**config.mk**
```make
export PLATFORM = sky130hd
export DESIGN_NAME = config_value_type_classifier_unit
export DESIGN_NICKNAME = d
export VERILOG_FILES = /design/src/rtl/core/cvtc_pkg.sv /design/src/rtl/core/cvtc_in_reg.sv /design/src/rtl/core/cvtc_recognizer.sv /design/src/rtl/core/cvtc_out_reg.sv /design/src/rtl/core/config_value_type_classifier_unit.sv
export SDC_FILE = /design/constraint.sdc
export NUM_CORES = 1
export LEC_CHECK = 0
export BUFFER_PORTS_ARGS = -buffer_cell sky130_fd_sc_hd__buf_2
export CORE_AREA = 2 2 63 65
export CTS_BUF_LIST = sky130_fd_sc_hd__clkbuf_8
export DETAILED_ROUTE_END_ITERATION = 8
export DIE_AREA = 0 0 65 67
export HOLD_SLACK_MARGIN = 0.08
export PLACE_DENSITY = 0.69
export SETUP_SLACK_MARGIN = 0.4
export SYNTH_ARGS = -nofsm -noshare
export SYNTH_HDL_FRONTEND = slang
export SYNTH_SLANG_ARGS = --single-unit
```
**constraint.sdc**
```tcl
create_clock -name clk_i -period 2.94 [get_ports clk_i]
set_clock_uncertainty 0.1 [all_clocks]
set_input_delay 0.294 -clock clk_i [delete_from_list [all_inputs] [get_ports clk_i]]
set_output_delay 0.294 -clock clk_i [all_outputs]
set_load 0.01 [all_outputs]
```
**src/rtl/core/cvtc_pkg.sv**
```systemverilog
// cvtc_pkg: shared types, character codes and phase-step functions for the
// config value type classifier
// depends on nothing; imported by every module of the block
package cvtc_pkg;

  // result codes, in the order they are tested
  typedef enum logic [2:0] {
    VT_STRING  = 3'd0,
    VT_INTEGER = 3'd1,
    VT_DECIMAL = 3'd2,
    VT_BOOLEAN = 3'd3,
    VT_ARRAY   = 3'd4,
    VT_INVALID = 3'd5
  } value_type_e;

  // integer recognizer phases
  typedef enum logic [1:0] {
    INT_START  = 2'd0,
    INT_SIGN   = 2'd1,
    INT_DIGITS = 2'd2,
    INT_DEAD   = 2'd3
  } int_phase_e;

  // decimal recognizer phases
  typedef enum logic [2:0] {
    DEC_START = 3'd0,
    DEC_SIGN  = 3'd1,
    DEC_INT   = 3'd2,
    DEC_DOT   = 3'd3,
    DEC_FRAC  = 3'd4,
    DEC_DEAD  = 3'd5
  } dec_phase_e;

  // one input item
  typedef struct packed {
    logic [7:0] char_code;
    logic       last_char;
  } item_t;

  localparam logic [7:0] CH_QUOTE  = 8'h22;
  localparam logic [7:0] CH_LBRACK = 8'h5B;
  localparam logic [7:0] CH_RBRACK = 8'h5D;
  localparam logic [7:0] CH_CR     = 8'h0D;
  localparam logic [7:0] CH_LF     = 8'h0A;
  localparam logic [7:0] CH_MINUS  = 8'h2D;
  localparam logic [7:0] CH_PLUS   = 8'h2B;
  localparam logic [7:0] CH_DOT    = 8'h2E;
  localparam logic [7:0] CH_ZERO   = 8'h30;
  localparam logic [7:0] CH_NINE   = 8'h39;

  localparam logic [2:0] POS_MAX = 3'd7;

  function automatic logic is_digit(input logic [7:0] c);
    return (c >= CH_ZERO) && (c <= CH_NINE);
  endfunction

  function automatic logic is_sign(input logic [7:0] c);
    return (c == CH_MINUS) || (c == CH_PLUS);
  endfunction

  // letters of "true" by position
  function automatic logic [7:0] true_char(input logic [1:0] idx);
    logic [7:0] r;
    unique case (idx)
      2'd0: r = 8'h74;
      2'd1: r = 8'h72;
      2'd2: r = 8'h75;
      2'd3: r = 8'h65;
    endcase
    return r;
  endfunction

  // letters of "false" by position, positions past the word give the first letter again
  function automatic logic [7:0] false_char(input logic [2:0] idx);
    logic [7:0] r;
    unique case (idx)
      3'd0:    r = 8'h66;
      3'd1:    r = 8'h61;
      3'd2:    r = 8'h6C;
      3'd3:    r = 8'h73;
      3'd4:    r = 8'h65;
      default: r = 8'h66;
    endcase
    return r;
  endfunction

  function automatic int_phase_e next_integer(input int_phase_e ph, input logic [7:0] c);
    int_phase_e r;
    unique case (ph)
      INT_START:  r = is_sign(c) ? INT_SIGN : (is_digit(c) ? INT_DIGITS : INT_DEAD);
      INT_SIGN:   r = is_digit(c) ? INT_DIGITS : INT_DEAD;
      INT_DIGITS: r = is_digit(c) ? INT_DIGITS : INT_DEAD;
      default:    r = INT_DEAD;
    endcase
    return r;
  endfunction

  function automatic dec_phase_e next_decimal(input dec_phase_e ph, input logic [7:0] c);
    dec_phase_e r;
    unique case (ph)
      DEC_START: r = is_sign(c) ? DEC_SIGN : (is_digit(c) ? DEC_INT : DEC_DEAD);
      DEC_SIGN:  r = is_digit(c) ? DEC_INT : DEC_DEAD;
      DEC_INT:   r = is_digit(c) ? DEC_INT : ((c == CH_DOT) ? DEC_DOT : DEC_DEAD);
      DEC_DOT:   r = is_digit(c) ? DEC_FRAC : DEC_DEAD;
      DEC_FRAC:  r = is_digit(c) ? DEC_FRAC : DEC_DEAD;
      default:   r = DEC_DEAD;
    endcase
    return r;
  endfunction

endpackage

```
**src/rtl/core/cvtc_in_reg.sv**
```systemverilog
// cvtc_in_reg: input register stage for incoming characters
// depends on cvtc_pkg
module cvtc_in_reg (
  input  logic           clk_i,
  input  logic           rst_ni,
  input  logic           valid_i,
  output logic           ready_o,
  input  cvtc_pkg::item_t item_i,
  output logic           valid_o,
  input  logic           advance_i,
  output cvtc_pkg::item_t item_o
);
  import cvtc_pkg::*;

  logic  valid_q, valid_d;
  item_t item_q;

  // free slot or slot drains this cycle
  assign ready_o = !valid_q || advance_i;

  always_comb begin
    valid_d = valid_q;
    if (ready_o) begin
      valid_d = valid_i;
    end
  end

  always_ff @(posedge clk_i or negedge rst_ni) begin
    if (!rst_ni) begin
      valid_q <= 1'b0;
    end else begin
      valid_q <= valid_d;
    end
  end

  always_ff @(posedge clk_i) begin
    if (ready_o && valid_i) begin
      item_q <= item_i;
    end
  end

  assign valid_o = valid_q;
  assign item_o  = item_q;

endmodule

```
**src/rtl/core/cvtc_recognizer.sv**
```systemverilog
// cvtc_recognizer: per-character recognizer flags and final type decision
// depends on cvtc_pkg
module cvtc_recognizer (
  input  logic                   clk_i,
  input  logic                   rst_ni,
  input  logic                   fire_i,
  input  cvtc_pkg::item_t        item_i,
  output cvtc_pkg::value_type_e  value_type_o
);
  import cvtc_pkg::*;

  logic [2:0] pos_q, pos_d;
  logic       oq_q, oq_d;
  logic       ob_q, ob_d;
  logic       qb_q, qb_d;
  logic       bb_q, bb_d;
  int_phase_e iph_q, iph_d, iph_n;
  dec_phase_e dph_q, dph_d, dph_n;
  logic       ta_q, ta_d, ta_n;
  logic       fa_q, fa_d, fa_n;

  logic [7:0] c;
  logic       first;
  logic       crlf;

  assign c     = item_i.char_code;
  assign first = (pos_q == 3'd0);
  assign crlf  = (c == CH_CR) || (c == CH_LF);

  assign iph_n = next_integer(iph_q, c);
  assign dph_n = next_decimal(dph_q, c);
  assign ta_n  = ta_q && (pos_q < 3'd4) && (true_char(pos_q[1:0]) == c);
  assign fa_n  = fa_q && (pos_q < 3'd5) && (false_char(pos_q) == c);

  // type decision on the final character
  always_comb begin
    priority if (!first && oq_q && !qb_q && (c == CH_QUOTE)) begin
      value_type_o = VT_STRING;
    end else if (iph_n == INT_DIGITS) begin
      value_type_o = VT_INTEGER;
    end else if (dph_n == DEC_FRAC) begin
      value_type_o = VT_DECIMAL;
    end else if ((ta_n && (pos_q == 3'd3)) || (fa_n && (pos_q == 3'd4))) begin
      value_type_o = VT_BOOLEAN;
    end else if (!first && ob_q && !bb_q && (c == CH_RBRACK)) begin
      value_type_o = VT_ARRAY;
    end else begin
      value_type_o = VT_INVALID;
    end
  end

  // state update, back to start after the final character
  always_comb begin
    pos_d = pos_q;
    oq_d  = oq_q;
    ob_d  = ob_q;
    qb_d  = qb_q;
    bb_d  = bb_q;
    iph_d = iph_q;
    dph_d = dph_q;
    ta_d  = ta_q;
    fa_d  = fa_q;
    if (fire_i) begin
      if (item_i.last_char) begin
        pos_d = 3'd0;
        oq_d  = 1'b0;
        ob_d  = 1'b0;
        qb_d  = 1'b0;
        bb_d  = 1'b0;
        iph_d = INT_START;
        dph_d = DEC_START;
        ta_d  = 1'b1;
        fa_d  = 1'b1;
      end else begin
        if (first) begin
          oq_d = (c == CH_QUOTE);
          ob_d = (c == CH_LBRACK);
        end else begin
          if ((c == CH_QUOTE) || crlf) begin
            qb_d = 1'b1;
          end
          if (crlf) begin
            bb_d = 1'b1;
          end
        end
        iph_d = iph_n;
        dph_d = dph_n;
        ta_d  = ta_n;
        fa_d  = fa_n;
        if (pos_q != POS_MAX) begin
          pos_d = pos_q + 3'd1;
        end
      end
    end
  end

  always_ff @(posedge clk_i or negedge rst_ni) begin
    if (!rst_ni) begin
      pos_q <= 3'd0;
      oq_q  <= 1'b0;
      ob_q  <= 1'b0;
      qb_q  <= 1'b0;
      bb_q  <= 1'b0;
      iph_q <= INT_START;
      dph_q <= DEC_START;
      ta_q  <= 1'b1;
      fa_q  <= 1'b1;
    end else begin
      pos_q <= pos_d;
      oq_q  <= oq_d;
      ob_q  <= ob_d;
      qb_q  <= qb_d;
      bb_q  <= bb_d;
      iph_q <= iph_d;
      dph_q <= dph_d;
      ta_q  <= ta_d;
      fa_q  <= fa_d;
    end
  end

  // a token end returns every flag to its start value; the quote and bracket break flags go unchecked here
  a_clear_after_last: assert property (@(posedge clk_i) disable iff (!rst_ni)
    fire_i && item_i.last_char |=> (pos_q == 3'd0) && ta_q && fa_q && !oq_q && !ob_q
      && (iph_q == INT_START) && (dph_q == DEC_START))
    else $error("recognizer state not cleared after token end");

  // position counts characters and saturates
  a_pos_step: assert property (@(posedge clk_i) disable iff (!rst_ni)
    fire_i && !item_i.last_char && (pos_q != POS_MAX) |=> pos_q == $past(pos_q) + 3'd1)
    else $error("position did not advance");

  // the first character cannot open both a string and an array
  a_open_excl: assert property (@(posedge clk_i) disable iff (!rst_ni)
    !(oq_q && ob_q))
    else $error("quote and bracket both marked as opener");

endmodule

```
**src/rtl/core/cvtc_out_reg.sv**
```systemverilog
// cvtc_out_reg: result register holding one type code until taken
// depends on cvtc_pkg
module cvtc_out_reg (
  input  logic                  clk_i,
  input  logic                  rst_ni,
  input  logic                  load_i,
  input  cvtc_pkg::value_type_e value_type_i,
  output logic                  space_o,
  output logic                  valid_o,
  input  logic                  ready_i,
  output cvtc_pkg::value_type_e value_type_o
);
  import cvtc_pkg::*;

  logic        valid_q, valid_d;
  value_type_e vt_q;

  // can take a new result when empty or being drained
  assign space_o = !valid_q || ready_i;

  always_comb begin
    valid_d = valid_q;
    if (load_i) begin
      valid_d = 1'b1;
    end else if (ready_i) begin
      valid_d = 1'b0;
    end
  end

  always_ff @(posedge clk_i or negedge rst_ni) begin
    if (!rst_ni) begin
      valid_q <= 1'b0;
    end else begin
      valid_q <= valid_d;
    end
  end

  always_ff @(posedge clk_i) begin
    if (load_i) begin
      vt_q <= value_type_i;
    end
  end

  assign valid_o      = valid_q;
  assign value_type_o = vt_q;

endmodule

```
**src/rtl/core/config_value_type_classifier_unit.sv**
```systemverilog
// config_value_type_classifier_unit: top level of the value type classifier
// depends on cvtc_pkg, cvtc_in_reg, cvtc_recognizer, cvtc_out_reg
//
//  channel  | dir | tdata                    | tlast     | meaning
//  s_axis   | in  | [7:0] char_code          | last_char | one byte of the token
//  m_axis   | out | [2:0] value_type, 0 pad  | -         | type code, one per token
//
// one character per cycle while no result waits at a token end; an
// item is held in the input register, then the recognizer flags
// update and on the token's last character the type code is written
// to the result register as that character leaves the input register
// reset (async, active low) empties both registers and puts the recognizer
// at token start
// a held result only stalls a last character; other characters keep flowing
module config_value_type_classifier_unit (
  input  logic       clk_i,
  input  logic       rst_ni,
  input  logic       s_axis_tvalid_i,
  output logic       s_axis_tready_o,
  input  logic [7:0] s_axis_tdata_i,   // [7:0] char_code
  input  logic       s_axis_tlast_i,   // last_char
  output logic       m_axis_tvalid_o,
  input  logic       m_axis_tready_i,
  output logic [7:0] m_axis_tdata_o    // [2:0] value_type, [7:3] zero
);
  import cvtc_pkg::*;

  item_t       in_item;
  item_t       cur_item;
  logic        cur_valid;
  logic        fire;
  logic        out_space;
  value_type_e vt_comb;
  value_type_e vt_out;

  assign in_item.char_code = s_axis_tdata_i;
  assign in_item.last_char = s_axis_tlast_i;

  // a character moves on unless it ends a token and the result slot is full
  assign fire = cur_valid && (out_space || !cur_item.last_char);

  cvtc_in_reg u_in_reg (
    .clk_i     (clk_i),
    .rst_ni    (rst_ni),
    .valid_i   (s_axis_tvalid_i),
    .ready_o   (s_axis_tready_o),
    .item_i    (in_item),
    .valid_o   (cur_valid),
    .advance_i (fire),
    .item_o    (cur_item)
  );

  cvtc_recognizer u_recognizer (
    .clk_i        (clk_i),
    .rst_ni       (rst_ni),
    .fire_i       (fire),
    .item_i       (cur_item),
    .value_type_o (vt_comb)
  );

  cvtc_out_reg u_out_reg (
    .clk_i        (clk_i),
    .rst_ni       (rst_ni),
    .load_i       (fire && cur_item.last_char),
    .value_type_i (vt_comb),
    .space_o      (out_space),
    .valid_o      (m_axis_tvalid_o),
    .ready_i      (m_axis_tready_i),
    .value_type_o (vt_out)
  );

  assign m_axis_tdata_o = {5'd0, vt_out};

  // a token end never overwrites a result that is still waiting
  a_no_overwrite: assert property (@(posedge clk_i) disable iff (!rst_ni)
    fire && cur_item.last_char |-> !m_axis_tvalid_o || m_axis_tready_i)
    else $error("result register overwritten");

  // a stalled token end holds the input register closed
  a_stall_blocks: assert property (@(posedge clk_i) disable iff (!rst_ni)
    cur_valid && cur_item.last_char && m_axis_tvalid_o && !m_axis_tready_i
      |-> !s_axis_tready_o)
    else $error("input taken while token end is stalled");

  // a waiting result stays put until taken
  a_result_hold: assert property (@(posedge clk_i) disable iff (!rst_ni)
    m_axis_tvalid_o && !m_axis_tready_i |=> m_axis_tvalid_o && $stable(m_axis_tdata_o))
    else $error("waiting result changed");

endmodule
```
==> impl_metrics.py, run 1 <==
metrics = {
    "drt": {
        "drtPass1Iterations": 4,
        "avgViaCountPerCell": 5.60,
        "drt-total-wl_um": 3560,
        "drc": 0,
        "vias": 1322,
        "wl_per_cell_um": 15.1,
        "ant_nets": 0,
        "drt-initial-drc-count": 58,
    },
    "sta": {
        "finalMaxSlewViolations": 0,
        "final-setup-viol-count": 0,
        "timing.fmax_mhz": 425,
        "setup_slack_ns": 0.589,
        "grt_setup_unrepaired": "no",
        "finalHoldViolCount": 0,
        "tns_ns": 0,
        "period_share_pct": 80.0,
        "min_period_ns": 2.35,
    },
    "critical_path": {
        "cp_max_fo": 9,
        "critPathRequiredTime_ns": 2.86,
        "critical_path.max_stage_delay_ns": 0.49,
        "critPathArrivalTime_ns": 2.28,
        "rr_worst_depth": 7,
        "path_cells": "ha_1 -> ha_1 -> xor2_1 -> a211oi_1 -> o211a_1 -> a41oi_1 -> nor2b_1",
        "end_kind": "flop",
        "setup.worst_path.start_class": "flop",
        "crit_type": "flop to flop",
        "crit_slowest_cell": "dfrtp_1",
        "path_common_cell": "ha_1",
    },
    "die": {
        "io_pins": 23,
        "initial_core_util_pct": 49.4,
        "dieArea_um2": 4360,
        "core_um2": 3610,
        "die_h_um": 67,
        "rows": 22,
        "die_w_um": 65,
    },
    "placement": {
        "dp_hpwl_um": 2610,
        "gp_congestion": 0.854,
        "io_buffer_count": 17,
        "pre_cts_ws_ns": 0.624,
    },
    "pwr": {
        "p_leak_nw": 0.792,
        "p_sw_share_pct": 32.5,
        "p_per_area_nw_per_um2": 517,
        "peakVddDrop_uv": 400,
        "intPower_mw": 0.667,
        "pwr-share-clk_pct": 21.4,
        "combPwrFrac_pct": 27.2,
        "pwr-share-seq_pct": 51.4,
        "p_switching_mw": 0.321,
    },
    "yosys": {
        "yosys.area.top_type": "edfxtp_1",
        "syn-cell-area_um2": 1780,
        "syn_area_per_cell_um2": 10.4,
        "netlist_instances": 171,
        "synth_area_leaders": "edfxtp_1 (20%), dfrtp_1 (20%), ha_1 (7.7%), clkbuf_8 (3.9%), dfstp_2 (2.9%)",
        "yosys_warnings": 0,
        "synthFlopType": "dfrtp_1",
        "ys_seq_elements": 28,
        "async_reset_ff_share_pct": 57.1,
        "yosysUniqueCellTypes": 51,
        "seq_area_frac_synth_pct": 42.8,
        "synth_edf_count": 12,
        "synth_top_area_share_pct": 20.2,
    },
    "global_route": {
        "grt.total_usage_pct": 18.4,
        "grt_antenna_before_repair": 0,
        "grt_pass1_vias": 1278,
        "grt_overflow": 0,
        "grt_first_pass_wirelength_um": 6020,
        "grt_max_degree": 17,
    },
    "cells_and_area": {
        "nets": 213,
        "drive_gt1_share_pct": 17.0,
        "antenna_cells": 0,
        "area_growth_syn_to_layout_pct": 7.16,
        "n_fill_cell": 335,
    },
    "clock_tree": {
        "clk_path_buf_depth": 2,
        "cts_setup_buffers": 0,
        "cts_tree": "done",
        "clock_latency_ns": 0.28,
        "clock-sinks": 28,
        "cts_resized": 0,
        "htree_levels": 1,
        "cts_buffers": 3,
        "cts-root-buf": "clkbuf_8",
        "path_clk_slew_ns": 0.09,
        "cts_hold_buf": 1,
    },
    "run_status": {
        "outcome": "completed",
    },
    "min_path": {
        "min_path_type": "input pin to flop",
        "holdPathStages": 1,
    },
    "flow_run": {
        "maxCapViolations": 0,
    },
}
## flip-flops by register name, indices dropped and copies added, names as in the netlist, 2 cells and up
name / flops
u_in_reg.item_o: 9
u_out_reg.value_type_o: 3
u_recognizer.dph_q: 3
u_recognizer.iph_q: 2
u_recognizer.pos_q: 3
## final cells by class
cell class | count | area (µm²) | area share, %
Clock inverter | 1 | 3.75 | 0.196
Sequential cell | 28 | 763 | 39.9
Tap cell | 48 | 60.1 | 3.14
Multi-Input combinational cell | 127 | 887 | 46.4
Timing Repair Buffer | 21 | 125 | 6.55
Inverter | 8 | 30.0 | 1.57
Clock buffer | 3 | 41.3 | 2.16
## logic make-up after synthesis
logic type	Yosys count	synth area share [%]
AOI/OAI and AO/OA	46	17.8
xor gates and xnor gates	7	3.44
adders and majority gates	11	7.72
buffers and inverters	20	8.28
DFF	28	42.8
muxes	2	1.12
other	1	0.210
and+or+nand+nor	56	18.7
## cells in the final DEF, fill, tap and decap left out, drive strengths merged, types with 3 or more instances in the layout
master / n
xnor2: 4
and2: 3
nand3: 3
edfxtp: 12
dfrtp: 14
dlygate4sd3: 4
nor2: 7
ha: 11
nand2: 12
o21ai: 9
nand2b: 3
buf: 17
nor2b: 3
o21a: 3
o22ai: 5
nor3b: 5
xor2: 3
clkbuf: 3
nor4: 3
inv: 9
conb: 5
a21oi: 11
## power by group through the flow
stage	logic, mW	clock network (mW)	registers, mW
finish	0.269	0.211	0.508
global route	0.304	0.227	0.517
CTS	0.265	0.213	0.507
detailed placement	0.263	0	0.515
global placement	0.250	0	0.511
floorplan	0.228	0	0.492
## worst paths after layout
check                                 startpoint                   endpoint  slack, ns
max                        u_recognizer.pos_q[0]  u_out_reg.value_type_o[2]       0.59
min                            s_axis_tdata_i[2]         u_in_reg.item_o[3]       0.08
max reg2reg                u_recognizer.pos_q[0]  u_out_reg.value_type_o[2]       0.59
min reg2reg                    u_recognizer.ta_q          u_recognizer.ta_q       0.40
max in group asynchronous                 rst_ni          u_recognizer.ta_q       2.05
min in group asynchronous                 rst_ni      u_recognizer.pos_q[2]       0.36
## synthesized netlist by cell type (3+ instances only)
cell / count
a21oi_1: 9
and2_1: 3
buf_4: 6
clkbuf_8: 5
dfrtp_1: 14
edfxtp_1: 12
ha_1: 11
inv_1: 8
nand2_1: 12
nand2b_1: 3
nand3_1: 3
nor2_1: 7
nor2b_1: 3
nor3b_1: 5
nor4_1: 3
o21a_1: 3
o21ai_0: 9
o22ai_1: 5
xnor2_1: 4
xor2_1: 3
## metal layers
metal  wire (µm)  up-vias  GRT usage (%)
met4          68        0           7.18
met2        1710       43           31.2
met1        1620      621           23.5
met3         163        7           2.70
li1            -      651              -
met5           0        -              0
## worst max-delay path: cells and delay by family, from the launching register on
family                   cells  cell delay (ns)
AO/OA/AOI/OAI                3             0.61
adder cells (fa/ha/maj)      2             0.55
AND/OR/NAND/NOR              1             0.18
flip-flops                   1             0.49
XOR/XNOR                     1             0.16
## through the flow
step           area, µm²  cells  power (mW)  utilization [%]  hold WS, ns
2_1_floorplan       1800    175       0.719                -       -0.102
4_1_cts             1880    233       0.984             52.2       0.0815
3_5_place_dp        1830    228       0.778             50.6        0.142
5_1_grt             1910    236        1.05             53.0       0.0802
6_report            1910    236       0.988             53.0       0.0815
3_3_place_gp        1830    228       0.761             50.6        0.137
(Power assumes the default switching activity.)
==> inputs of run 2 (changes only) <==
==> constraint.sdc (replaced) <==
create_clock -name clk_i -period 2.43 [get_ports clk_i]
set_clock_uncertainty 0.1 [all_clocks]
set_input_delay 0.243 -clock clk_i [delete_from_list [all_inputs] [get_ports clk_i]]
set_output_delay 0.243 -clock clk_i [all_outputs]
set_load 0.01 [all_outputs]
==> run 2 against run 1 <==
  * Design area is 10% higher
  * Via count is 7.4% higher
  * Utilization is 5.6 points higher
  * Critical endpoint is now u_out_reg.value_type_o[0]
==> impl_metrics.py, run 2 (same netlist as run 1, synthesis figures left out) <==
metrics = {
    "run_status": {
        "outcome": "completed",
    },
    "critical_path": {
        "critPathRequiredTime_ns": 2.37,
        "path_cells": "or4b_4 -> or3_4 -> a21oi_4 -> o2bb2ai_1 -> and2_1",
        "ff2ff_setup_slack_ns": 0.34,
        "timing.rr.end": "u_out_reg.value_type_o[0]",
        "critPathArrivalTime_ns": 2.03,
        "cp_max_fo": 3,
        "setup.worst_path.start_class": "flop",
        "end_kind": "flop",
        "crit_slowest_cell": "or4b_4",
        "reg2reg_from": "u_in_reg.item_o[8]",
        "crit_type": "flop to flop",
        "critical_path.max_stage_delay_ns": 0.57,
        "rr_worst_depth": 5,
    },
    "pwr": {
        "peakVddDrop_uv": 448,
        "intPower_mw": 0.853,
        "p_switching_mw": 0.418,
        "p_leak_nw": 0.876,
        "p_sw_share_pct": 32.9,
        "pwr-share-seq_pct": 47.8,
        "pwr-share-clk_pct": 20.2,
        "p_per_area_nw_per_um2": 602,
        "combPwrFrac_pct": 32.0,
    },
    "clock_tree": {
        "cts-root-buf": "clkbuf_8",
        "cts_buffers": 3,
        "clk_path_buf_depth": 2,
        "htree_levels": 1,
        "clock_latency_ns": 0.28,
        "cts_tree": "done",
        "clock-sinks": 28,
        "path_clk_slew_ns": 0.10,
    },
    "placement": {
        "gp_congestion": 0.904,
        "pre_cts_ws_ns": 0.236,
        "io_buffer_count": 17,
        "dp_hpwl_um": 2680,
    },
    "global_route": {
        "grt_pass1_vias": 1497,
        "grt_overflow": 0,
        "met3_usage_pct": 3.21,
        "grt_antenna_before_repair": 0,
        "met2_usage_pct": 36.5,
        "grt_max_degree": 17,
        "grt.total_usage_pct": 20.1,
        "grt_first_pass_wirelength_um": 6560,
        "met1_usage_pct": 22.3,
        "busiest_layer": "met2",
    },
    "sta": {
        "finalHoldViolCount": 0,
        "period_share_pct": 86.0,
        "min_period_ns": 2.09,
        "timing.fmax_mhz": 479,
        "final-setup-viol-count": 0,
        "tns_ns": 0,
        "finalMaxSlewViolations": 0,
        "hold_ws_ns": 0.0765,
        "setup_slack_ns": 0.341,
        "grt_setup_unrepaired": "yes",
    },
    "drt": {
        "drc": 0,
        "drt-initial-drc-count": 65,
        "ant_nets": 0,
        "drt-total-wl_um": 3910,
        "wl_per_cell_um": 15.4,
        "drtPass1Iterations": 4,
        "avgViaCountPerCell": 5.59,
        "vias": 1420,
    },
    "min_path": {
        "min-delay-start": "m_axis_tready_i",
        "hold_end": "u_out_reg.valid_o",
        "holdPathStages": 2,
        "min_path_type": "input pin to flop",
    },
    "cells_and_area": {
        "antenna_cells": 0,
        "layout_commonest_cell": "buf_2",
        "final_cell_mix": "buf_2 (17), nand2_1 (12), edfxtp_1 (12), dfrtp_1 (12)",
        "nets": 231,
        "drive_gt1_share_pct": 26.7,
        "largest_reg_flops": 9,
        "area_growth_syn_to_layout_pct": 18.4,
    },
    "flow_run": {
        "maxCapViolations": 0,
    },
    "die": {
        "rows": 22,
        "die_h_um": 67,
        "die_w_um": 65,
        "io_pins": 23,
        "dieArea_um2": 4360,
        "core_um2": 3610,
        "initial_core_util_pct": 49.4,
    },
}
run 2: cell types whose count changed in the layout (fill, tap and decap cells not counted), moves of 3 or more:
cell / change
buf_4: +11
dlygate4sd3_1: +7
ha_1: -3
ha_2: +3
run 2: cell type report:
type,count,area (µm²)
Clock buffer,3,41.3
Clock inverter,1,3.75
Fill cell,303,1500
Inverter,8,30.0
Multi-Input combinational cell,127,932
Sequential cell,28,766
Tap cell,48,60.1
Timing Repair Buffer,39,278
run 2: power groups by stage:
stage / clock network, mW / logic (mW) / registers [mW]
2_1_floorplan: 0 / 0.277 / 0.596
4_1_cts: 0.263 / 0.381 / 0.603
5_1_grt: 0.282 / 0.452 / 0.615
6_report: 0.256 / 0.407 / 0.608
3_5_place_dp: 0 / 0.327 / 0.620
3_3_place_gp: 0 / 0.316 / 0.615
run 2: per-stage QoR:
| stage | total power [mW] | cell area (µm²) | util, % | cells |
|---|---|---|---|---|
| 4_1_cts | 1.25 | 2070 | 57.5 | 252 |
| 2_1_floorplan | 0.873 | 1800 | - | 175 |
| 6_report | 1.27 | 2110 | 58.5 | 254 |
| 5_1_grt | 1.35 | 2110 | 58.5 | 254 |
| 3_5_place_dp | 0.947 | 1850 | 51.4 | 231 |
| 3_3_place_gp | 0.931 | 1850 | 51.4 | 231 |
run 2: per-layer routing:
layer / vias to the layer above / share of wire [%]
li1: 683 / -
met1: 680 / 42
met4: 0 / 3.0
met5: - / 0
met2: 44 / 50
met3: 13 / 5.0
run 2: worst max-delay path: cells and delay by family, from the launching register on:
kind,cells,cell delay (ns)
AND/OR/NAND/NOR,3,1.11
flip-flops,1,0.40
AO/OA/AOI/OAI,2,0.24
run 2: worst max-delay path by stage:
stage                                      from                   endpoint  slack (ns)  cells after the start
after global placement    u_recognizer.pos_q[0]  u_out_reg.value_type_o[2]        0.31                      7
final                        u_in_reg.item_o[8]  u_out_reg.value_type_o[0]        0.34                      5
after CTS                    u_in_reg.item_o[8]  u_out_reg.value_type_o[0]        0.33                      5
after floorplan           u_recognizer.pos_q[0]  u_out_reg.value_type_o[2]        0.39                      7
after detailed placement     u_in_reg.item_o[8]  u_out_reg.value_type_o[2]        0.24                      5
after global routing         u_in_reg.item_o[7]  u_out_reg.value_type_o[0]        0.28                      5
run 2: what timing repair did:
action | 4_1_cts | 5_1_grt
hold endpoints to repair | 24 | 0
hold buffers | 11 | 0
endpoints found under the setup margin | 7 | 6
setup buffers | 6 | 2
cloned | 0 | 0
resized for setup | 5 | 6
pin swaps | 2 | 1
